File: src/rtl/core/arm_pd_position_controller_unit_assert.svh
// assertion macros for the arm pd position controller
// used at the end of arm_pd_position_controller_unit; no other dependencies
`ifndef ARM_PD_POSITION_CONTROLLER_UNIT_ASSERT_SVH
`define ARM_PD_POSITION_CONTROLLER_UNIT_ASSERT_SVH

// same-cycle implication, disabled while reset is low
`define ARMPD_ASSERT_IMP(lbl, clk_i, rstn_i, ante, cons, msg) \
  lbl: assert property (@(posedge clk_i) disable iff (!rstn_i) (ante) |-> (cons)) \
    else $error(msg);

// next-cycle implication, disabled while reset is low
`define ARMPD_ASSERT_NXT(lbl, clk_i, rstn_i, ante, cons, msg) \
  lbl: assert property (@(posedge clk_i) disable iff (!rstn_i) (ante) |=> (cons)) \
    else $error(msg);

`endif

File: src/rtl/core/armpd_pkg.sv
// shared constants, codes and types for the arm pd position controller
// no dependencies; used by every other rtl file but the assert header
`default_nettype none

package armpd_pkg;

  localparam int DRIVE_FULL_SCALE_DEF = 1024;

  // field widths
  localparam int POS_W   = 13;
  localparam int RAW_W   = 12;
  localparam int STATE_W = 4;
  localparam int LSTAT_W = 2;
  localparam int GAIN_W  = 6;
  localparam int BAND_W  = 10;
  localparam int DELAY_W = 16;
  localparam int ERR_W   = 14;
  localparam int DERR_W  = 15;

  // configuration port
  localparam int CFG_ADDR_W = 3;
  localparam int CFG_DATA_W = 16;

  localparam logic [CFG_ADDR_W-1:0] CFG_KP                = 3'd0;
  localparam logic [CFG_ADDR_W-1:0] CFG_KD                = 3'd1;
  localparam logic [CFG_ADDR_W-1:0] CFG_ARRIVAL_BAND      = 3'd2;
  localparam logic [CFG_ADDR_W-1:0] CFG_UNLOCK_DELAY      = 3'd3;
  localparam logic [CFG_ADDR_W-1:0] CFG_GROUND_POSITION   = 3'd4;
  localparam logic [CFG_ADDR_W-1:0] CFG_FINISH_HANG       = 3'd5;
  localparam logic [CFG_ADDR_W-1:0] CFG_LOW_VOLTAGE       = 3'd6;
  localparam logic [CFG_ADDR_W-1:0] CFG_STARTING_POSITION = 3'd7;

  // register reset values
  localparam logic [GAIN_W-1:0]  KP_RST               = 6'd8;
  localparam logic [GAIN_W-1:0]  KD_RST               = 6'd1;
  localparam logic [BAND_W-1:0]  ARRIVAL_BAND_RST     = 10'd205;
  localparam logic [DELAY_W-1:0] UNLOCK_DELAY_RST     = 16'd25;
  localparam logic [POS_W-1:0]   GROUND_POSITION_RST  = 13'd0;
  localparam logic [POS_W-1:0]   FINISH_HANG_RST      = 13'd0;
  localparam logic [POS_W-1:0]   LOW_VOLTAGE_RST      = 13'd1024;
  localparam logic [POS_W-1:0]   STARTING_POSITION_RST = 13'd0;

  localparam logic [POS_W-1:0] GROUND_MARGIN = 13'd10;

  // arm position states
  localparam logic [STATE_W-1:0] ST_START    = 4'd0;
  localparam logic [STATE_W-1:0] ST_FAR      = 4'd1;
  localparam logic [STATE_W-1:0] ST_MIDDLE   = 4'd2;
  localparam logic [STATE_W-1:0] ST_NEAR     = 4'd3;
  localparam logic [STATE_W-1:0] ST_FEEDER   = 4'd4;
  localparam logic [STATE_W-1:0] ST_APPROACH = 4'd5;
  localparam logic [STATE_W-1:0] ST_HANG     = 4'd6;
  localparam logic [STATE_W-1:0] ST_GROUND   = 4'd7;
  localparam logic [STATE_W-1:0] ST_CRASH    = 4'd8;

  // lock status codes on the result channel
  localparam logic [LSTAT_W-1:0] LS_LOCKED    = 2'd0;
  localparam logic [LSTAT_W-1:0] LS_UNLOCKING = 2'd1;
  localparam logic [LSTAT_W-1:0] LS_UNLOCKED  = 2'd2;

  typedef enum logic [2:0] {
    PH_LOCKED    = 3'b001,
    PH_UNLOCKING = 3'b010,
    PH_UNLOCKED  = 3'b100
  } lock_phase_t;

  typedef enum logic [2:0] {
    SPD_FULL = 3'b001,
    SPD_MED  = 3'b010,
    SPD_LOW  = 3'b100
  } speed_t;

  typedef struct packed {
    logic [GAIN_W-1:0]  kp;
    logic [GAIN_W-1:0]  kd;
    logic [BAND_W-1:0]  arrival_band;
    logic [DELAY_W-1:0] unlock_delay_ticks;
    logic [POS_W-1:0]   ground_position;
    logic [POS_W-1:0]   finish_hang_position;
    logic [POS_W-1:0]   low_voltage_limit;
  } cfg_t;

  typedef struct packed {
    logic [POS_W-1:0]        pot_sample;
    logic signed [RAW_W-1:0] raw_drive;
    logic                    state_request_valid;
    logic [STATE_W-1:0]      requested_state;
    logic [POS_W-1:0]        target_position;
    logic                    lock_cmd_valid;
    logic                    lock_cmd_value;
  } in_item_t;

  // everything the drive stage needs from the state stage
  typedef struct packed {
    logic [POS_W-1:0]         setpoint;
    logic [POS_W-1:0]         pot_sample;
    logic signed [RAW_W-1:0]  raw_drive;
    logic signed [ERR_W-1:0]  err;
    logic signed [DERR_W-1:0] derr;
    speed_t                   speed;
    logic                     unlocked;
    logic                     lock_solenoid;
    logic [STATE_W-1:0]       arm_position_state;
    logic [LSTAT_W-1:0]       lock_status;
  } mid_t;

endpackage

`default_nettype wire

File: src/rtl/core/armpd_ifs.sv
// request and result channel interfaces of the arm pd position controller
// depends on armpd_pkg for field widths
`default_nettype none

interface armpd_in_if;
  logic                                    valid;
  logic                                    ready;
  logic [armpd_pkg::POS_W-1:0]             pot_sample;
  logic signed [armpd_pkg::RAW_W-1:0]      raw_drive;
  logic                                    state_request_valid;
  logic [armpd_pkg::STATE_W-1:0]           requested_state;
  logic [armpd_pkg::POS_W-1:0]             target_position;
  logic                                    lock_cmd_valid;
  logic                                    lock_cmd_value;

  modport source (
    output valid, pot_sample, raw_drive, state_request_valid, requested_state,
           target_position, lock_cmd_valid, lock_cmd_value,
    input  ready
  );
  modport sink (
    input  valid, pot_sample, raw_drive, state_request_valid, requested_state,
           target_position, lock_cmd_valid, lock_cmd_value,
    output ready
  );
endinterface

interface armpd_out_if;
  logic                                valid;
  logic                                ready;
  logic signed [armpd_pkg::RAW_W-1:0]  motor_drive;
  logic                                lock_solenoid;
  logic [armpd_pkg::STATE_W-1:0]       arm_position_state;
  logic [armpd_pkg::LSTAT_W-1:0]       lock_status;

  modport source (
    output valid, motor_drive, lock_solenoid, arm_position_state, lock_status,
    input  ready
  );
  modport sink (
    input  valid, motor_drive, lock_solenoid, arm_position_state, lock_status,
    output ready
  );
endinterface

`default_nettype wire

File: src/rtl/core/armpd_state.sv
// state stage: position requests, speed class, unlock sequence, error terms
// depends on armpd_pkg; holds all per-tick state of the controller
`default_nettype none

module armpd_state (
  input  logic                clk,
  input  logic                rst_n,
  input  logic                step,
  input  armpd_pkg::in_item_t item,
  input  armpd_pkg::cfg_t     cfg,
  output armpd_pkg::mid_t     mid
);

  function automatic armpd_pkg::speed_t next_speed(
    input logic [armpd_pkg::STATE_W-1:0] cur,
    input logic [armpd_pkg::STATE_W-1:0] req,
    input armpd_pkg::speed_t             old
  );
    armpd_pkg::speed_t s;
    logic              cur_fmn;
    logic              cur_gc;
    logic              cur_start;
    s         = old;
    cur_fmn   = (cur == armpd_pkg::ST_FAR) || (cur == armpd_pkg::ST_MIDDLE) ||
                (cur == armpd_pkg::ST_NEAR);
    cur_gc    = (cur == armpd_pkg::ST_GROUND) || (cur == armpd_pkg::ST_CRASH);
    cur_start = (cur == armpd_pkg::ST_START);
    case (req)
      armpd_pkg::ST_START: s = armpd_pkg::SPD_MED;
      armpd_pkg::ST_FAR, armpd_pkg::ST_MIDDLE, armpd_pkg::ST_NEAR,
      armpd_pkg::ST_FEEDER: begin
        if (cur_start)   s = armpd_pkg::SPD_LOW;
        else if (cur_gc) s = armpd_pkg::SPD_FULL;
        else             s = armpd_pkg::SPD_MED;
      end
      armpd_pkg::ST_APPROACH: begin
        // other origins keep the current class
        if (cur_fmn || cur_start) s = armpd_pkg::SPD_MED;
        else if (cur_gc)          s = armpd_pkg::SPD_FULL;
      end
      armpd_pkg::ST_HANG: s = armpd_pkg::SPD_FULL;
      armpd_pkg::ST_GROUND, armpd_pkg::ST_CRASH: begin
        if (cur_gc || cur == armpd_pkg::ST_APPROACH || cur_start) s = armpd_pkg::SPD_FULL;
        else if (cur_fmn)                                         s = armpd_pkg::SPD_MED;
        else                                                      s = armpd_pkg::SPD_LOW;
      end
      default: s = old;
    endcase
    return s;
  endfunction

  logic [armpd_pkg::POS_W-1:0]         setpoint_r, setpoint_nxt;
  logic signed [armpd_pkg::ERR_W-1:0]  prev_err_r;
  logic [armpd_pkg::STATE_W-1:0]       current_r, current_nxt;
  logic [armpd_pkg::STATE_W-1:0]       wanted_r, wanted_nxt;
  armpd_pkg::speed_t                   speed_r, speed_nxt;
  armpd_pkg::lock_phase_t              phase_r, phase_cmd, phase_nxt;
  logic [armpd_pkg::DELAY_W-1:0]       count_r, count_cmd, count_nxt;
  logic                                sol_r, sol_nxt;

  logic                                req_ok;
  logic signed [armpd_pkg::ERR_W-1:0]  err;
  logic signed [armpd_pkg::DERR_W-1:0] derr;
  logic signed [armpd_pkg::ERR_W-1:0]  band_s;
  logic signed [armpd_pkg::ERR_W-1:0]  neg_band;
  logic                                arrived;
  logic [armpd_pkg::LSTAT_W-1:0]       lstat;

  // request: out-of-range codes are dropped whole
  assign req_ok       = item.state_request_valid && (item.requested_state <= armpd_pkg::ST_CRASH);
  assign setpoint_nxt = req_ok ? item.target_position : setpoint_r;
  assign wanted_nxt   = req_ok ? item.requested_state : wanted_r;
  assign speed_nxt    = req_ok ? next_speed(current_r, item.requested_state, speed_r) : speed_r;

  // lock command; once unlocking starts it never relocks
  assign sol_nxt = item.lock_cmd_valid ? item.lock_cmd_value : sol_r;

  always_comb begin
    phase_cmd = phase_r;
    count_cmd = count_r;
    if (item.lock_cmd_valid && item.lock_cmd_value && phase_r == armpd_pkg::PH_LOCKED) begin
      phase_cmd = armpd_pkg::PH_UNLOCKING;
      count_cmd = '0;
    end
  end

  always_comb begin
    phase_nxt = phase_cmd;
    count_nxt = count_cmd;
    if (phase_cmd == armpd_pkg::PH_UNLOCKING) begin
      if (count_cmd >= cfg.unlock_delay_ticks) begin
        phase_nxt = armpd_pkg::PH_UNLOCKED;
      end else begin
        count_nxt = count_cmd + {{(armpd_pkg::DELAY_W-1){1'b0}}, 1'b1};
      end
    end
  end

  // error terms against the updated setpoint
  assign err      = $signed({1'b0, setpoint_nxt}) - $signed({1'b0, item.pot_sample});
  assign derr     = $signed({err[armpd_pkg::ERR_W-1], err}) -
                    $signed({prev_err_r[armpd_pkg::ERR_W-1], prev_err_r});
  assign band_s   = $signed({{(armpd_pkg::ERR_W-armpd_pkg::BAND_W){1'b0}}, cfg.arrival_band});
  assign neg_band = -band_s;
  assign arrived  = (err < band_s) && (err > neg_band);

  assign current_nxt = arrived ? wanted_nxt : current_r;

  always_comb begin
    case (phase_nxt)
      armpd_pkg::PH_LOCKED:    lstat = armpd_pkg::LS_LOCKED;
      armpd_pkg::PH_UNLOCKING: lstat = armpd_pkg::LS_UNLOCKING;
      armpd_pkg::PH_UNLOCKED:  lstat = armpd_pkg::LS_UNLOCKED;
      default:                 lstat = armpd_pkg::LS_LOCKED;
    endcase
  end

  always_comb begin
    mid.setpoint           = setpoint_nxt;
    mid.pot_sample         = item.pot_sample;
    mid.raw_drive          = item.raw_drive;
    mid.err                = err;
    mid.derr               = derr;
    mid.speed              = speed_nxt;
    mid.unlocked           = (phase_nxt == armpd_pkg::PH_UNLOCKED);
    mid.lock_solenoid      = sol_nxt;
    mid.arm_position_state = current_nxt;
    mid.lock_status        = lstat;
  end

  always_ff @(posedge clk) begin
    if (!rst_n) begin
      setpoint_r <= armpd_pkg::STARTING_POSITION_RST;
      prev_err_r <= '0;
      current_r  <= armpd_pkg::ST_START;
      wanted_r   <= armpd_pkg::ST_START;
      speed_r    <= armpd_pkg::SPD_LOW;
      phase_r    <= armpd_pkg::PH_LOCKED;
      count_r    <= '0;
      sol_r      <= 1'b0;
    end else if (step) begin
      setpoint_r <= setpoint_nxt;
      prev_err_r <= err;
      current_r  <= current_nxt;
      wanted_r   <= wanted_nxt;
      speed_r    <= speed_nxt;
      phase_r    <= phase_nxt;
      count_r    <= count_nxt;
      sol_r      <= sol_nxt;
    end
  end

endmodule

`default_nettype wire

File: src/rtl/core/armpd_drive.sv
// drive stage: pd law, speed-class clamp, inhibit rule and lock gating
// depends on armpd_pkg; purely combinational between pipeline registers
`default_nettype none

module armpd_drive #(
  parameter int FULL_SCALE = armpd_pkg::DRIVE_FULL_SCALE_DEF
) (
  input  armpd_pkg::mid_t                   mid,
  input  armpd_pkg::cfg_t                   cfg,
  output logic signed [armpd_pkg::RAW_W-1:0] motor_drive
);

  localparam int LIM_W  = $clog2(FULL_SCALE + 1) + 1;
  localparam int PROD_W = armpd_pkg::GAIN_W + 1 + armpd_pkg::DERR_W;
  localparam int SUM_W  = PROD_W + 1;
  localparam int CMP_W  = (SUM_W > LIM_W + 1) ? SUM_W : LIM_W + 1;

  localparam logic signed [CMP_W-1:0] LIM_FULL = CMP_W'(FULL_SCALE);
  localparam logic signed [CMP_W-1:0] LIM_MED  = CMP_W'((FULL_SCALE * 4) / 5);
  localparam logic signed [CMP_W-1:0] LIM_LOW  = CMP_W'(FULL_SCALE / 2);

  function automatic logic signed [CMP_W-1:0] sat(
    input logic signed [CMP_W-1:0] v,
    input logic signed [CMP_W-1:0] lim
  );
    logic signed [CMP_W-1:0] nlim;
    nlim = -lim;
    if (v > lim)       return lim;
    else if (v < nlim) return nlim;
    else               return v;
  endfunction

  logic signed [CMP_W-1:0]          kp_x, kd_x, err_x, derr_x;
  logic signed [CMP_W-1:0]          p_term, d_term, pd_sum;
  logic signed [CMP_W-1:0]          lim;
  logic signed [CMP_W-1:0]          pd_clamped, raw_clamped, result;
  logic [armpd_pkg::POS_W:0]        ground_lim;
  logic                             inhibit;

  assign kp_x   = CMP_W'($signed({1'b0, cfg.kp}));
  assign kd_x   = CMP_W'($signed({1'b0, cfg.kd}));
  assign err_x  = CMP_W'(mid.err);
  assign derr_x = CMP_W'(mid.derr);
  assign p_term = kp_x * err_x;
  assign d_term = kd_x * derr_x;
  assign pd_sum = p_term + d_term;

  always_comb begin
    case (mid.speed)
      armpd_pkg::SPD_FULL: lim = LIM_FULL;
      armpd_pkg::SPD_MED:  lim = LIM_MED;
      armpd_pkg::SPD_LOW:  lim = LIM_LOW;
      default:             lim = LIM_LOW;
    endcase
  end

  assign pd_clamped  = sat(pd_sum, lim);
  assign raw_clamped = sat(CMP_W'(mid.raw_drive), LIM_FULL);

  // manual drive takes over above ground while pushing up, except at the finish hang position, or on a low sample
  assign ground_lim = {1'b0, cfg.ground_position} + {1'b0, armpd_pkg::GROUND_MARGIN};
  assign inhibit    = (({1'b0, mid.setpoint} > ground_lim) && (pd_clamped > 0) &&
                       (mid.setpoint != cfg.finish_hang_position)) ||
                      (mid.pot_sample < cfg.low_voltage_limit);

  assign result      = !mid.unlocked ? '0 : (inhibit ? raw_clamped : pd_clamped);
  assign motor_drive = result[armpd_pkg::RAW_W-1:0];

endmodule

`default_nettype wire

File: src/rtl/core/arm_pd_position_controller_unit.sv
// top level of the arm pd position controller: config registers and pipeline
// depends on armpd_pkg, armpd_ifs, armpd_state, armpd_drive and the assert header
//
// usage
// - in_ch carries one request per control tick: pot sample, manual drive,
//   an optional position request (state code and target) and an optional
//   lock command; it is taken when valid and ready are both high
// - out_ch returns exactly one result per request, in order: motor drive,
//   solenoid drive, last reached position state and lock status
// - cfg_we/cfg_addr/cfg_wdata write one gain, band, delay or limit register
//   per cycle; write only while no request is in flight
// - a result passes from the input register through the state stage
//   register to the result register, from which out_ch offers it
// - throughput: one request per cycle unless out_ch stalls; the per-tick
//   state (setpoint, last error, states, unlock counter) closes in the single state stage
// - a stalled out_ch holds its result; the stages behind it keep filling
//   until the input register is full, then in_ch.ready drops
// - reset (rst_n low, synchronous): registers return to defaults, setpoint
//   to the starting position, lock to locked, speed class low, pipe empty
`default_nettype none

module arm_pd_position_controller_unit #(
  parameter int DRIVE_FULL_SCALE = armpd_pkg::DRIVE_FULL_SCALE_DEF
) (
  input  logic                                clk,
  input  logic                                rst_n,
  armpd_in_if.sink                            in_ch,
  armpd_out_if.source                         out_ch,
  input  logic                                cfg_we,
  input  logic [armpd_pkg::CFG_ADDR_W-1:0]    cfg_addr,
  input  logic [armpd_pkg::CFG_DATA_W-1:0]    cfg_wdata
);

  // configuration registers
  armpd_pkg::cfg_t cfg_r;

  // pipeline control
  logic s1_valid_r, s1_valid_nxt;
  logic mid_valid_r, mid_valid_nxt;
  logic out_valid_r, out_valid_nxt;
  logic out_load;     // result register may take a new result
  logic mid_accept;   // state stage register may take a new request
  logic in_ready;
  logic step;         // request in the input register moves on this cycle

  armpd_pkg::in_item_t              s1_item_r;
  armpd_pkg::in_item_t              in_item;
  armpd_pkg::mid_t                  mid;
  armpd_pkg::mid_t                  mid_r;
  logic signed [armpd_pkg::RAW_W-1:0] drive;

  logic signed [armpd_pkg::RAW_W-1:0] out_drive_r;
  logic                               out_sol_r;
  logic [armpd_pkg::STATE_W-1:0]      out_state_r;
  logic [armpd_pkg::LSTAT_W-1:0]      out_lstat_r;

  // no starting position register is kept: reset loads a fixed value,
  // so a write to that address changes nothing observable
  always_ff @(posedge clk) begin
    if (!rst_n) begin
      cfg_r.kp                   <= armpd_pkg::KP_RST;
      cfg_r.kd                   <= armpd_pkg::KD_RST;
      cfg_r.arrival_band         <= armpd_pkg::ARRIVAL_BAND_RST;
      cfg_r.unlock_delay_ticks   <= armpd_pkg::UNLOCK_DELAY_RST;
      cfg_r.ground_position      <= armpd_pkg::GROUND_POSITION_RST;
      cfg_r.finish_hang_position <= armpd_pkg::FINISH_HANG_RST;
      cfg_r.low_voltage_limit    <= armpd_pkg::LOW_VOLTAGE_RST;
    end else if (cfg_we) begin
      case (cfg_addr)
        armpd_pkg::CFG_KP:           cfg_r.kp <= cfg_wdata[armpd_pkg::GAIN_W-1:0];
        armpd_pkg::CFG_KD:           cfg_r.kd <= cfg_wdata[armpd_pkg::GAIN_W-1:0];
        armpd_pkg::CFG_ARRIVAL_BAND:
          cfg_r.arrival_band <= cfg_wdata[armpd_pkg::BAND_W-1:0];
        armpd_pkg::CFG_UNLOCK_DELAY:
          cfg_r.unlock_delay_ticks <= cfg_wdata[armpd_pkg::DELAY_W-1:0];
        armpd_pkg::CFG_GROUND_POSITION:
          cfg_r.ground_position <= cfg_wdata[armpd_pkg::POS_W-1:0];
        armpd_pkg::CFG_FINISH_HANG:
          cfg_r.finish_hang_position <= cfg_wdata[armpd_pkg::POS_W-1:0];
        armpd_pkg::CFG_LOW_VOLTAGE:
          cfg_r.low_voltage_limit <= cfg_wdata[armpd_pkg::POS_W-1:0];
        armpd_pkg::CFG_STARTING_POSITION: begin
          cfg_r <= cfg_r;
        end
        default: begin
          cfg_r <= cfg_r;
        end
      endcase
    end
  end

  // each stage fills whenever it is empty or the stage after it moves
  assign out_load   = !out_valid_r || out_ch.ready;
  assign mid_accept = !mid_valid_r || out_load;
  assign in_ready   = !s1_valid_r || mid_accept;
  assign step       = s1_valid_r && mid_accept;

  assign s1_valid_nxt  = in_ready   ? in_ch.valid : s1_valid_r;
  assign mid_valid_nxt = mid_accept ? s1_valid_r  : mid_valid_r;
  assign out_valid_nxt = out_load   ? mid_valid_r : out_valid_r;

  always_ff @(posedge clk) begin
    if (!rst_n) begin
      s1_valid_r  <= 1'b0;
      mid_valid_r <= 1'b0;
      out_valid_r <= 1'b0;
    end else begin
      s1_valid_r  <= s1_valid_nxt;
      mid_valid_r <= mid_valid_nxt;
      out_valid_r <= out_valid_nxt;
    end
  end

  always_comb begin
    in_item.pot_sample          = in_ch.pot_sample;
    in_item.raw_drive           = in_ch.raw_drive;
    in_item.state_request_valid = in_ch.state_request_valid;
    in_item.requested_state     = in_ch.requested_state;
    in_item.target_position     = in_ch.target_position;
    in_item.lock_cmd_valid      = in_ch.lock_cmd_valid;
    in_item.lock_cmd_value      = in_ch.lock_cmd_value;
  end

  // input register
  always_ff @(posedge clk) begin
    if (in_ready && in_ch.valid) begin
      s1_item_r <= in_item;
    end
  end

  // state stage: requests, lock sequence, error and derivative
  armpd_state u_state (
    .clk   (clk),
    .rst_n (rst_n),
    .step  (step),
    .item  (s1_item_r),
    .cfg   (cfg_r),
    .mid   (mid)
  );

  always_ff @(posedge clk) begin
    if (step) begin
      mid_r <= mid;
    end
  end

  // drive stage: pd law, clamp, inhibit and lock gating
  armpd_drive #(
    .FULL_SCALE (DRIVE_FULL_SCALE)
  ) u_drive (
    .mid         (mid_r),
    .cfg         (cfg_r),
    .motor_drive (drive)
  );

  // result register
  always_ff @(posedge clk) begin
    if (out_load && mid_valid_r) begin
      out_drive_r <= drive;
      out_sol_r   <= mid_r.lock_solenoid;
      out_state_r <= mid_r.arm_position_state;
      out_lstat_r <= mid_r.lock_status;
    end
  end

  assign in_ch.ready               = in_ready;
  assign out_ch.valid              = out_valid_r;
  assign out_ch.motor_drive        = out_drive_r;
  assign out_ch.lock_solenoid      = out_sol_r;
  assign out_ch.arm_position_state = out_state_r;
  assign out_ch.lock_status        = out_lstat_r;

`include "arm_pd_position_controller_unit_assert.svh"

  // a locked or unlocking arm never reports a nonzero drive
  `ARMPD_ASSERT_IMP(a_drive_gated, clk, rst_n,
    out_valid_r && (out_lstat_r != armpd_pkg::LS_UNLOCKED), out_drive_r == '0,
    "motor drive nonzero while not unlocked")

  // a request in the input register is never dropped while the pipe stalls
  `ARMPD_ASSERT_NXT(a_s1_kept, clk, rst_n, s1_valid_r && !mid_accept, s1_valid_r,
    "request lost from input register")

  // the state stage result is never dropped while the result register is full
  `ARMPD_ASSERT_NXT(a_mid_kept, clk, rst_n, mid_valid_r && !out_load, mid_valid_r,
    "request lost from state stage register")

endmodule

`default_nettype wire
File: src/flat_wrapper.sv
// flat-port wrapper written by rule: the top's interface ports become plain ports
module arm_pd_position_controller_unit_flat 
#(
  parameter int DRIVE_FULL_SCALE = armpd_pkg::DRIVE_FULL_SCALE_DEF
)
  (clk, rst_n, cfg_we, cfg_addr, cfg_wdata, in_ch_valid, in_ch_pot_sample, in_ch_raw_drive, in_ch_state_request_valid, in_ch_requested_state, in_ch_target_position, in_ch_lock_cmd_valid, in_ch_lock_cmd_value, in_ch_ready, out_ch_valid, out_ch_motor_drive, out_ch_lock_solenoid, out_ch_arm_position_state, out_ch_lock_status, out_ch_ready);
  armpd_in_if in_ch_i ();
  armpd_out_if out_ch_i ();
  input  logic clk;
  input  logic rst_n;
  input  logic cfg_we;
  input  logic [armpd_pkg::CFG_ADDR_W-1:0] cfg_addr;
  input  logic [armpd_pkg::CFG_DATA_W-1:0] cfg_wdata;
  input wire logic [$bits(in_ch_i.valid)-1:0] in_ch_valid;
  input wire logic [$bits(in_ch_i.pot_sample)-1:0] in_ch_pot_sample;
  input wire logic [$bits(in_ch_i.raw_drive)-1:0] in_ch_raw_drive;
  input wire logic [$bits(in_ch_i.state_request_valid)-1:0] in_ch_state_request_valid;
  input wire logic [$bits(in_ch_i.requested_state)-1:0] in_ch_requested_state;
  input wire logic [$bits(in_ch_i.target_position)-1:0] in_ch_target_position;
  input wire logic [$bits(in_ch_i.lock_cmd_valid)-1:0] in_ch_lock_cmd_valid;
  input wire logic [$bits(in_ch_i.lock_cmd_value)-1:0] in_ch_lock_cmd_value;
  output wire logic [$bits(in_ch_i.ready)-1:0] in_ch_ready;
  output wire logic [$bits(out_ch_i.valid)-1:0] out_ch_valid;
  output wire logic [$bits(out_ch_i.motor_drive)-1:0] out_ch_motor_drive;
  output wire logic [$bits(out_ch_i.lock_solenoid)-1:0] out_ch_lock_solenoid;
  output wire logic [$bits(out_ch_i.arm_position_state)-1:0] out_ch_arm_position_state;
  output wire logic [$bits(out_ch_i.lock_status)-1:0] out_ch_lock_status;
  input wire logic [$bits(out_ch_i.ready)-1:0] out_ch_ready;
  assign in_ch_i.valid = in_ch_valid;
  assign in_ch_i.pot_sample = in_ch_pot_sample;
  assign in_ch_i.raw_drive = in_ch_raw_drive;
  assign in_ch_i.state_request_valid = in_ch_state_request_valid;
  assign in_ch_i.requested_state = in_ch_requested_state;
  assign in_ch_i.target_position = in_ch_target_position;
  assign in_ch_i.lock_cmd_valid = in_ch_lock_cmd_valid;
  assign in_ch_i.lock_cmd_value = in_ch_lock_cmd_value;
  assign in_ch_ready = in_ch_i.ready;
  assign out_ch_valid = out_ch_i.valid;
  assign out_ch_motor_drive = out_ch_i.motor_drive;
  assign out_ch_lock_solenoid = out_ch_i.lock_solenoid;
  assign out_ch_arm_position_state = out_ch_i.arm_position_state;
  assign out_ch_lock_status = out_ch_i.lock_status;
  assign out_ch_i.ready = out_ch_ready;
  arm_pd_position_controller_unit #(.DRIVE_FULL_SCALE(DRIVE_FULL_SCALE)) u_core (.clk(clk), .rst_n(rst_n), .in_ch(in_ch_i), .out_ch(out_ch_i), .cfg_we(cfg_we), .cfg_addr(cfg_addr), .cfg_wdata(cfg_wdata));
endmodule
File: config.mk
export PLATFORM = sky130hd
export DESIGN_NAME = arm_pd_position_controller_unit_flat
export DESIGN_NICKNAME = d
export VERILOG_FILES = /design/src/rtl/core/armpd_pkg.sv /design/src/rtl/core/armpd_ifs.sv /design/src/rtl/core/armpd_state.sv /design/src/rtl/core/armpd_drive.sv /design/src/rtl/core/arm_pd_position_controller_unit.sv /design/src/flat_wrapper.sv
export VERILOG_INCLUDE_DIRS = /design/src /design/src/rtl/core
export SDC_FILE = /design/constraint.sdc
export NUM_CORES = 1
export LEC_CHECK = 0
export BUFFER_PORTS_ARGS = -buffer_cell sky130_fd_sc_hd__buf_2
export CORE_MARGIN = 4
export CORE_UTILIZATION = 50
export CTS_CLUSTER_DIAMETER = 50
export DETAILED_ROUTE_END_ITERATION = 10
export HOLD_SLACK_MARGIN = 0.02
export PLACE_DENSITY = 0.67
export REMOVE_ABC_BUFFERS = 1
export SLEW_MARGIN = 20
export SYNTH_ARGS = -nofsm -noshare
export SYNTH_HDL_FRONTEND = slang
export SYNTH_HIERARCHICAL = 1
export SYNTH_SLANG_ARGS = --single-unit
export TNS_END_PERCENT = 30
File: constraint.sdc
create_clock -name clk -period 9.1 [get_ports clk]
set_clock_uncertainty 0.1 [all_clocks]
set_input_delay 0.91 -clock clk [delete_from_list [all_inputs] [get_ports clk]]
set_output_delay 0.91 -clock clk [all_outputs]
set_load 0.01 [all_outputs]
# Yosys cells after proc, flatten, opt, wreduce, memory -nomap -nowiden
# Index checks and enable logic that the tools add are counted.
[word_totals] reg_bits=280 word_cells=145 output_inout_bits=21
[op_classes] n_reduce_logical=34 add_sub_neg=7 n_lt_le_gt_ge=11 mux=25 n_eq_ne=27 mul=2
[op_table] cell="2-to-1 mux 16 bit" n=3
[op_table] cell="2-to-1 mux 23 bit" n=2
[op_table] cell="2-to-1 mux 12 bit" n=3
[op_table] cell="2-to-1 mux 3 bit" n=9
[op_table] cell="== test 4 x 3 -> 1 bit, second input constant" n=6
[op_table] cell="adder 21 x 22 -> 23 bit" n=1
[op_table] cell="> comparator 23 x 1 -> 1 bit, second input constant" n=1
[op_table] cell="> comparator 23 bit" n=1
[op_table] cell="less-than comparator 23 bit" n=1
[op_table] cell="negator 23 bit" n=1
[op_table] cell="multiplier 7 x 15 -> 22 bit" n=1
[op_table] cell="one-hot mux 11 bit (2 select lines)" n=1
[op_table] cell="multiplier 7 x 14 -> 21 bit" n=1
[op_table] cell="adder 16 x 1 -> 16 bit, second input constant" n=1
[op_table] cell="== test 4 x 2 -> 1 bit, second input constant" n=4
[op_table] cell="greater-or-equal comparator 16 bit" n=1
[op_table] cell="== test 3 x 2 -> 1 bit, second input constant" n=5
[op_table] cell="one-hot mux 3 bit (5 select lines)" n=1
[op_table] cell="subtractor 14 x 14 -> 15 bit" n=1
[op_table] cell="adder 13 x 4 -> 14 bit, second input constant" n=1
[op_table] cell="> comparator 13 x 14 -> 1 bit" n=1
[op_table] cell="> comparator 14 bit" n=1
[op_table] cell="less-than comparator 14 x 11 -> 1 bit" n=1
[op_table] cell="negator 10 -> 14 bit" n=1
[op_table] cell="23 further kinds" n=57

# Longest topological paths before layout
# Gate-level depths: netlist (run 1).
[logic_depth] depth_word=11 mapped_depth=33 ltp_nobuf=30

# Cells and area by module
# Netlist (run 1), hierarchy kept.
[by_module_without_submodules] module="armpd_drive" cells_per_inst=1077 area_per_inst_um2=9136.3 instances=1
[by_module_without_submodules] module="arm_pd_position_controller_unit" cells_per_inst=439 area_per_inst_um2=7307.0 instances=1
[by_module_without_submodules] module="armpd_state" cells_per_inst=725 area_per_inst_um2=5734.2 instances=1

# Worst setup path before layout (run 1)
# OpenSTA, ideal clock, no wires.
[synth_path] kind="register -> register" startpoint="register u_core/cfg_r[73] (netlist name)" endpoint="register u_core.out_drive_r, in the netlist u_core/out_ch.motor_drive[10], data pin" setup_slack_ns=1.238 synth_period_minus_slack_ns=7.862 setup_ns=0.255 t_required_ns=8.745 stages_incl_launch_ff=30 arrival_ns=7.507 path_cell_list="dfxtp_1 > clkbuf_1 > nand2_1 > inv_1 > fa_1 > inv_1 > fa_1 > inv_1 > fa_1 > fa_1 > fa_1 > inv_1 > fa_1 > inv_1 > ha_1 > clkbuf_1 > a21oi_1 > o21ai_0 > mux2_2 > a311oi_1 > and2_1 > ha_1 > nand4_1 > nor3_1 > o211ai_1 > o31ai_1 > o211ai_1 > a21boi_1 > or3b_2 > a31o_1"
[synth_via] elab_chain_len=10 word_cells_on_any_way=11 classes_between="add/sub: 1; mul: 1; order compare: 3; mux: 3; reduce/logical: 3"
[synth_rtl] item="start, declared" line="arm_pd_position_controller_unit.sv:35" rtl="armpd_pkg::cfg_t cfg_r;"
[synth_rtl] item="start signal, assigned" line="arm_pd_position_controller_unit.sv:83" rtl="cfg_r <= cfg_r;"
[synth_rtl] item="start signal, assigned" line="arm_pd_position_controller_unit.sv:86" rtl="cfg_r <= cfg_r;"
[synth_rtl] item="multiplier 7 x 14 -> 21 bit (*)" line="armpd_drive.sv:44" rtl="assign p_term = kp_x * err_x;"
[synth_rtl] item="adder 21 x 22 -> 23 bit (*)" line="armpd_drive.sv:46" rtl="assign pd_sum = p_term + d_term;"
[synth_rtl] item="less-than comparator 23 bit" line="armpd_drive.sv:29" rtl="else if (v < nlim) return nlim;"
[synth_rtl] item="2-to-1 mux 23 bit" line="armpd_drive.sv:29"
[synth_rtl] item="2-to-1 mux 23 bit (*)" line="armpd_drive.sv:28" rtl="if (v > lim) return lim;"
[synth_rtl] item="> comparator 23 x 1 -> 1 bit" line="armpd_drive.sv:62" rtl="assign inhibit = (({1'b0, mid.setpoint} > ground_lim) && (pd_clamped > 0) &&"
[synth_rtl] item="logical AND 1 bit (2 in series)" line="armpd_drive.sv:62"
[synth_rtl] item="logical OR 1 bit" line="armpd_drive.sv:63" rtl="(mid.setpoint != cfg.finish_hang_position)) ||"
[synth_rtl] item="2-to-1 mux 12 bit (*)" line="armpd_drive.sv:66" rtl="assign result = !mid.unlocked ? '0 : (inhibit ? raw_clamped : pd_clamped);"
[synth_rtl] item="end signal, assigned" line="arm_pd_position_controller_unit.sv:159" rtl="out_drive_r <= drive;"
[synth_rtl] item="end, declared" line="arm_pd_position_controller_unit.sv:52" rtl="logic signed [armpd_pkg::RAW_W-1:0] out_drive_r;"
# Every way passes the cells marked *; elsewhere a longest branch is shown, timed or not.
# A chain may end at the register's enable or synchronous reset.

# Worst setup path in the final report (run 1)
[layout_path] startpoint="register u_core/mid_r[30] (netlist name)" endpoint="register u_core.out_drive_r, in the netlist u_core/out_ch.motor_drive[10], data pin"
[layout_via] elab_chain_len=10 word_cells_on_any_way=11 classes_between="add/sub: 1; mul: 1; order compare: 3; mux: 3; reduce/logical: 3"
[layout_rtl] item="start, declared" line="arm_pd_position_controller_unit.sv:49" rtl="armpd_pkg::mid_t mid_r;"
[layout_rtl] item="start signal, assigned" line="arm_pd_position_controller_unit.sv:143" rtl="mid_r <= mid;"
[layout_rtl] item="multiplier 7 x 14 -> 21 bit (*)" line="armpd_drive.sv:44"
[layout_rtl] item="adder 21 x 22 -> 23 bit (*)" line="armpd_drive.sv:46"
[layout_rtl] item="less-than comparator 23 bit" line="armpd_drive.sv:29"
[layout_rtl] item="2-to-1 mux 23 bit" line="armpd_drive.sv:29"
[layout_rtl] item="2-to-1 mux 23 bit (*)" line="armpd_drive.sv:28"
[layout_rtl] item="> comparator 23 x 1 -> 1 bit" line="armpd_drive.sv:62"
[layout_rtl] item="logical AND 1 bit (2 in series)" line="armpd_drive.sv:62"
[layout_rtl] item="logical OR 1 bit" line="armpd_drive.sv:63"
[layout_rtl] item="2-to-1 mux 12 bit (*)" line="armpd_drive.sv:66"
# Marks and branches as above.

==> results of run 1 <==
## final cells by class
cell class              count  area, um^2  area share [%]
multi-input cells        1558       13500            56.2
well taps                 585         732            3.04
flip-flops and latches    280        7030            29.2
clock inverters            19         220           0.913
clock buffers              35         788            3.27
repair buffers            106         588            2.44
diodes                      3        7.51          0.0311
inverters                 318        1200            4.96
## worst max path at each step
stage	startpoint	endpoint	cells after the start
global placement	u_core/cfg_r[68]	u_core/out_ch.motor_drive[10]	25
global route	u_core/cfg_r[75]	u_core/out_ch.motor_drive[10]	24
finish	u_core/mid_r[30]	u_core/out_ch.motor_drive[10]	24
CTS	u_core/cfg_r[66]	u_core/out_ch.motor_drive[8]	25
detailed placement	u_core/cfg_r[66]	u_core/out_ch.motor_drive[8]	25
floorplan	out_ch_ready	u_core/u_state/count_r[14]	9
## per-layer routing
metal / routed length, um / part of all wire (%) / vias up / global-route usage, %
met1: 23100 / 44 / 7695 / 29.3
met3: 2150 / 4.1 / 104 / 2.61
met2: 25500 / 48 / 347 / 38.9
met5: 11 / 0.021 / - / 0
met4: 1900 / 3.6 / 2 / 7.86
li1: - / - / 7675 / -
## where the power goes
| group | switching [mW] | internal, mW | leakage (nW) |
|---|---|---|---|
| combinational | 1.96 | 1.33 | 8.00 |
| sequential | 0.0933 | 1.45 | 2.48 |
| clock | 0.514 | 0.713 | 0.496 |
## through the flow
step,hold slack (ps),setup TNS [ps],total power [mW]
global route,328,0,6.58
CTS,323,0,6.06
detailed placement,306,0,4.81
global placement,302,0,4.75
floorplan,300,-12530,3.90
finish,321,0,6.07
## flip-flops by register name, indices dropped and copies added (netlist names), 12 cells and up
name / count
u_core/cfg_r: 77
u_core/out_ch.motor_drive: 12
u_core/mid_r: 78
u_core/s1_item_r: 45
u_core/u_state/prev_err_r: 14
u_core/u_state/setpoint_r: 13
u_core/u_state/count_r: 16
## Yosys cell counts (all sizes together) (13+ instances only)
| cell type | number |
|---|---|
| inv | 318 |
| nand2 | 216 |
| ha | 186 |
| fa | 166 |
| and2 | 144 |
| edfxtp | 142 |
| dfxtp | 138 |
| mux2i | 108 |
| nor2 | 100 |
| a21oi | 66 |
| clkbuf | 51 |
| o21ai | 46 |
| buf | 45 |
| xnor2 | 45 |
| nand3 | 37 |
| o21a | 34 |
| nor3 | 33 |
| nor2b | 32 |
| a21o | 31 |
| xor2 | 26 |
| a211oi | 21 |
| nand4 | 21 |
| mux2 | 15 |
| nand2b | 15 |
| nor4 | 15 |
| and3 | 13 |
| o31ai | 13 |
## repair_timing
action / CTS / global route
gates resized for setup: 0 / 7
setup endpoints to repair: 0 / 12
setup buffers: 0 / 0
endpoints found under the hold margin: 0 / 0
## cells by family (layout without fill, tap and decap cells)
logic type,Yosys count,count (layout)
fa+ha+maj,355,355
compound gates,328,328
xor+xnor,72,72
flops,280,280
buf+inv,414,478
simple gates,668,668
mux,123,123
other cells,1,15
==> impl_results.md, run 1 <==
* Cell Rows at between 70 and 80
* Async set-reset flop share out of synthesis at 0%
* H-tree depth at 1
* CTS root buf: clkbuf_16
* Post-synth design cell area at 0.0222 mm^2
* Area grow syn2layout at 8.72%
* Critical R2R Launch: u_core/mid_r[30]
* DP Wirelength at slightly above 40000 um
* Max VDD drop at about 220 uV
* Relative slew margins at between 30% and 40%
* Final-report setup violation count at 0
* Final cycle utilization of the critical path at a little over nine tenths
* Fin crit period at 8550 ps
* Worst slew pin tran at about 1000 ps
* Die Span X at between 200 and 250 um
* Routability cong. at 0.896
* Reg clk slew, reported paths at 60 ps
* Most numerous cell on the critical path: fa_1
* # hold bufs at CTS at 0
* Area after DPL at between 0.02 and 0.025 mm^2
* Die Y at ~220 um
* Xor/xnor cell area share of the yosys netlist at between 2 and 3%
* Cts bufs inserted at 29
* Crit path launch type: flop
* Worst path max stage delay at around 560 ps
* Hold Path Stages at 0
* Prevailing post-synth register cell: edfxtp_1
* Total GRT Usage at between 20% and 30%
* Share of synthesized area occupied by flip-flops and latches at 31.7%
* Post-Synthesis Cells at about 2200
* Hold endpoint: u_core/out_ch.arm_position_state[0]
* Crit-path slowest cell: or3b_2
* Vias in the first global route at ~17000
* Worst path bufs/invs at 4
* Commonest non-fill, non-tap cells in the layout: inv_1 (316), nand2_1 (215), ha_1 (186)
* CTS Buffer Depth at 3
* Clock latency on the worst-skew pair at between 500 and 600 ps
* Sink Count at 280
* Area contributors post-synth: edfxtp_1 (19%), fa_1 (15%), dfxtp_1 (12%)
* Final Hold Vio Count at 0
* Post-synth cell types at 101
* Post-synth EDFFs at between 100 and 150
* Min-Delay Startpoint: u_core/mid_r[2]
* Setup WS pre-CTS at 260 ps
* Adder-Cell Fraction of Synth Area at 25.6%
* Final wirelength at 52700 um
* TritonCTS clock tree: yes
* Worst Setup Slack, final at approximately 550 ps
* Die area at approximately 0.048 mm^2
* Initial DRC Count at between 800 and 900
* Setup slack, reg-to-reg at 550 ps
* Arr. time, crit path at between 8000 and 9000 ps
* # IOs at 90
* Synth top area share at 19.2%
* Largest area contributor in the netlist: edfxtp_1
* Core Region at roughly 0.043 mm^2
* Fill cell count at between 3000 and 4000
* CP top delay family: adder cells
* Core Util, Final at around 55%
* Largest net degree at the start of global routing at between 100 and 150
* Synthesized area per cell at a little under 10 um^2
* DRT antenna net count at 0
* Worst r2r dst: u_core/out_ch.motor_drive[10]
* Critical Path RT at about 9300 ps
* Largest family of logic cells by synthesized area: adder cells
* Crit-path max FO at 13
* Layout Cells excl Fill at between 2000 and 3000
* Fin area at about 0.024 mm^2
* Leakage at between 10 and 15 nW
* Pre-antenna DRT Iters at 5
* Nets@finish at ~2700
* Multiplexer share of the synthesized area at between 5 and 6%
* Share of layout cells above drive strength 1 at 9.72%
* Avg Vias per Cell at around 5.4
* Hold Crit Class: reg2reg
* CP Cell Sequence: and2_1 > fa_1 > inv_1 > fa_1 > inv_1 > fa_1 > fa_1 > fa_1 > inv_1 > fa_1 > inv_1 > ha_1 > nand2_1 > o21ai_1 > a21oi_1 > xnor2_1 > ha_1 > nor2b_1 > a2111oi_0 > a21oi_1 > o32ai_1 > a31oi_1 > or3b_2 > a31o_1
* Post-synthesis register bit count at 280
* Global-route wire length before repair at between 80000 and 90000 um
* Pwr dens at 252 mW/mm^2
* Placed cells at about 2800
* Status: completed
* CP endpoint kind: flop
* Syn. warnings at 6
* Via count at about 16000
* Crit path kind: reg2reg
* Compound-cell area share of the yosys netlist at 10.9%
* Final Max Tran Viols at 0
* Initial antenna violation count at 4
* GR Overflow Total at 0
* Fmax at roughly 120 MHz
* Max-cap violations at 0
* Most common cell after layout, fill and taps aside: inv_1
* Worst Reg2Reg Path Length in Cells at 24
* RSZ-0062 raised after global routing: no
* Simple-gate share of the synthesized area at between 10% and 20%
* Wire length per cell at about 18 um
* IO Port Bufs at between 80 and 90
* DR DRC count at 0
* Initial Util at roughly 51%
Power figures use the tool's default switching activity.
==> run 2: changes to the inputs <==
--- a/config.mk
+++ b/config.mk
@@ -7,7 +7,7 @@
 export NUM_CORES = 1
 export LEC_CHECK = 0
 export BUFFER_PORTS_ARGS = -buffer_cell sky130_fd_sc_hd__buf_2
-export CORE_MARGIN = 4
+export CORE_MARGIN = 2
 export CORE_UTILIZATION = 50
 export CTS_CLUSTER_DIAMETER = 50
 export DETAILED_ROUTE_END_ITERATION = 10
==> run 2 against run 1 <==
Compared with the run above: sequential power about the same; count of clock-buffer cells in the layout decreased by 3; core utilization decreased by 1.2 points; maximum frequency decreased by 0.85%; final area decreased by 0.83%; worst hold slack got worse by 6.3 ps; worst setup slack got worse by 74 ps; register-to-register slack got worse by 70 ps; largest power group unchanged; critical path depth increased by 2.
==> impl_results.md, run 2 (synthesized netlist as in run 1, its figures left out) <==
* Commonest non-fill, non-tap cells in the layout: inv_1 (316), nand2_1 (215), ha_1 (186)
* Fin crit period at approximately 8600 ps
* Critical Path RT at about 9300 ps
* Reg clk slew, reported paths at approximately 60 ps
* Wire length per cell at around 18 um
* Worst slew pin tran at approximately 1100 ps
* Nets@finish at roughly 2700
* Met2 routed WL at ~25000 um
* Worst path max stage delay at 720 ps
* DP Wirelength at approximately 41000 um
* Min-Delay Startpoint: u_core/mid_r[5]
* Global-route wire length before repair at between 80000 and 90000 um
* Share of layout cells above drive strength 1 at approximately 9%
* Crit-path slowest cell: dfxtp_1
* CTS root buf: clkbuf_16
* Worst r2r dst: u_core/out_ch.motor_drive[10]
* Worst Setup Slack, final at ~470 ps
* Routability cong. at 0.901
* Critical R2R Launch: u_core/cfg_r[68]
* CTS Buffer Depth at 3
* Hold endpoint: u_core/out_ch.arm_position_state[3]
* Initial antenna violation count at 3
* Max layer used: met5
* Most common cell after layout, fill and taps aside: inv_1
* Sink Count at 280
* Met3 routed WL at between 2000 and 2500 um
* Core Region at about 0.044 mm^2
* Via count at 15800
* # IOs at 90
* Hold Crit Class: reg2reg
* Relative slew margins at about a quarter
* Cts bufs inserted at 27
* Worst Reg2Reg Path Length in Cells at 26
* Pwr dens at 248 mW/mm^2
* Largest net degree at the start of global routing at 80
* H-tree depth at 1
* Die Span X at roughly 210 um
* CP top delay family: adder cells
* Leakage at 10.9 nW
* Crit path launch type: flop
* Avg Vias per Cell at 5.45
* Fmax at 116 MHz
* Crit-path max FO at 16
* # hold bufs at CTS at 0
* Setup WS pre-CTS at approximately 370 ps
* Final wirelength at 52500 um
* GR Overflow Total at 0
* Cell Rows at 77
* M1 WL at 23100 um
* Final-report setup violation count at 0
* Final cycle utilization of the critical path at 94.8%
* CP endpoint kind: flop
* Top flop regs: u_core/mid_r x78, u_core/cfg_r x77, u_core/s1_item_r x45
* DR DRC count at 0
* IO Port Bufs at just under 90
* RSZ-0062 raised after global routing: no
* Largest Register: u_core/mid_r
* Hold_ws at approximately 320 ps
* DRT antenna net count at 0
* Initial DRC Count at around 990
* Clock latency on the worst-skew pair at 550 ps
* Post-CTS setup buffer count at 0
* Area grow syn2layout at 7.82%
* Crit path kind: reg2reg
* Worst path bufs/invs at 6
* Vias in the first global route at ~16000
* Hold Path Stages at 0
* Initial Util at about half
* Arr. time, crit path at roughly 9000 ps
* Die Y at 215 um
* Setup slack, reg-to-reg at between 400 and 500 ps
* Final Hold Vio Count at 0
* Max VDD drop at ~250 uV
* Pre-antenna DRT Iters at 5
* Max-cap violations at 0
* TritonCTS clock tree: yes
* Status: completed
* Final Max Tran Viols at 0
* Total GRT Usage at roughly 23%
* Die area at around 0.046 mm^2
* Max reg flops at 78
[run 2: changes by cell type in the layout (fill, tap and decap cells not counted), sizes merged]
cell / change
clkinv: -2
buf: +1
diode: -1
clkbuf: -3
bufinv: -2
[run 2: per-layer routing]
metal,up-vias,global-route usage (%)
met5,-,0
met4,2,9.12
met3,100,2.55
met2,345,39.5
met1,7702,29.6
li1,7676,-
[run 2: per-stage QoR]
stage	total power, mW	instance area (um^2)	instances	util (%)	TNS, ps
2_1_floorplan	3.90	21700	2156	-	-12530
3_3_place_gp	4.74	23100	2854	52.4	0
3_5_place_dp	4.80	23100	2854	52.4	0
5_1_grt	6.37	23900	2904	54.3	0
4_1_cts	5.88	23900	2901	54.3	0
6_report	5.92	23900	2904	54.3	0
[run 2: cell type report]
type,count,area (um^2)
fillers,3897,20100
multi-input cells,1558,13500
flip-flops and latches,280,7030
inverters,318,1200
well taps,592,741
clock buffers,32,694
repair buffers,107,583
clock inverters,15,116
diodes,2,5.00
[run 2: what timing repair did]
| action | in CTS | in global routing |
|---|---|---|
| setup endpoints to repair | 0 | 12 |
| endpoints found under the hold margin | 0 | 0 |
| gates resized for setup | 0 | 6 |
[run 2: worst max path at each step]
stage	endpoint	slack, ps	cells after the start	start
detailed placement	u_core/out_ch.motor_drive[0]	370	25	u_core/cfg_r[66]
finish	u_core/out_ch.motor_drive[10]	470	26	u_core/cfg_r[68]
global route	u_core/out_ch.motor_drive[10]	30	26	u_core/cfg_r[68]
global placement	u_core/out_ch.motor_drive[10]	460	26	u_core/cfg_r[68]
CTS	u_core/out_ch.motor_drive[0]	360	25	u_core/cfg_r[66]
floorplan	u_core/u_state/count_r[14]	-970	9	out_ch_ready
[run 2: worst register-to-register path, cell delays in order (launching register included)]
cell and delay, ps:
dfxtp_1 720, nand2_1 170, fa_1 570, inv_1 40, ha_1 260, inv_1 50, fa_1 540, inv_1 60
fa_1 520, fa_1 550, inv_1 50, fa_1 540, inv_1 80, ha_1 370, o211ai_1 160, o21ai_2 390
a21oi_1 150, xnor2_1 280, buf_4 220, ha_1 260, nor2b_1 140, a2111oi_0 420, a21oi_1 130, o32ai_1 380
a31oi_1 440, or3b_2 580, a31o_1 210
[run 2: report_power, final]
group | total (mW) | switching, mW | internal (mW)
combinational | 3.32 | 1.99 | 1.33
clock | 1.06 | 0.482 | 0.577
sequential | 1.54 | 0.0907 | 1.45
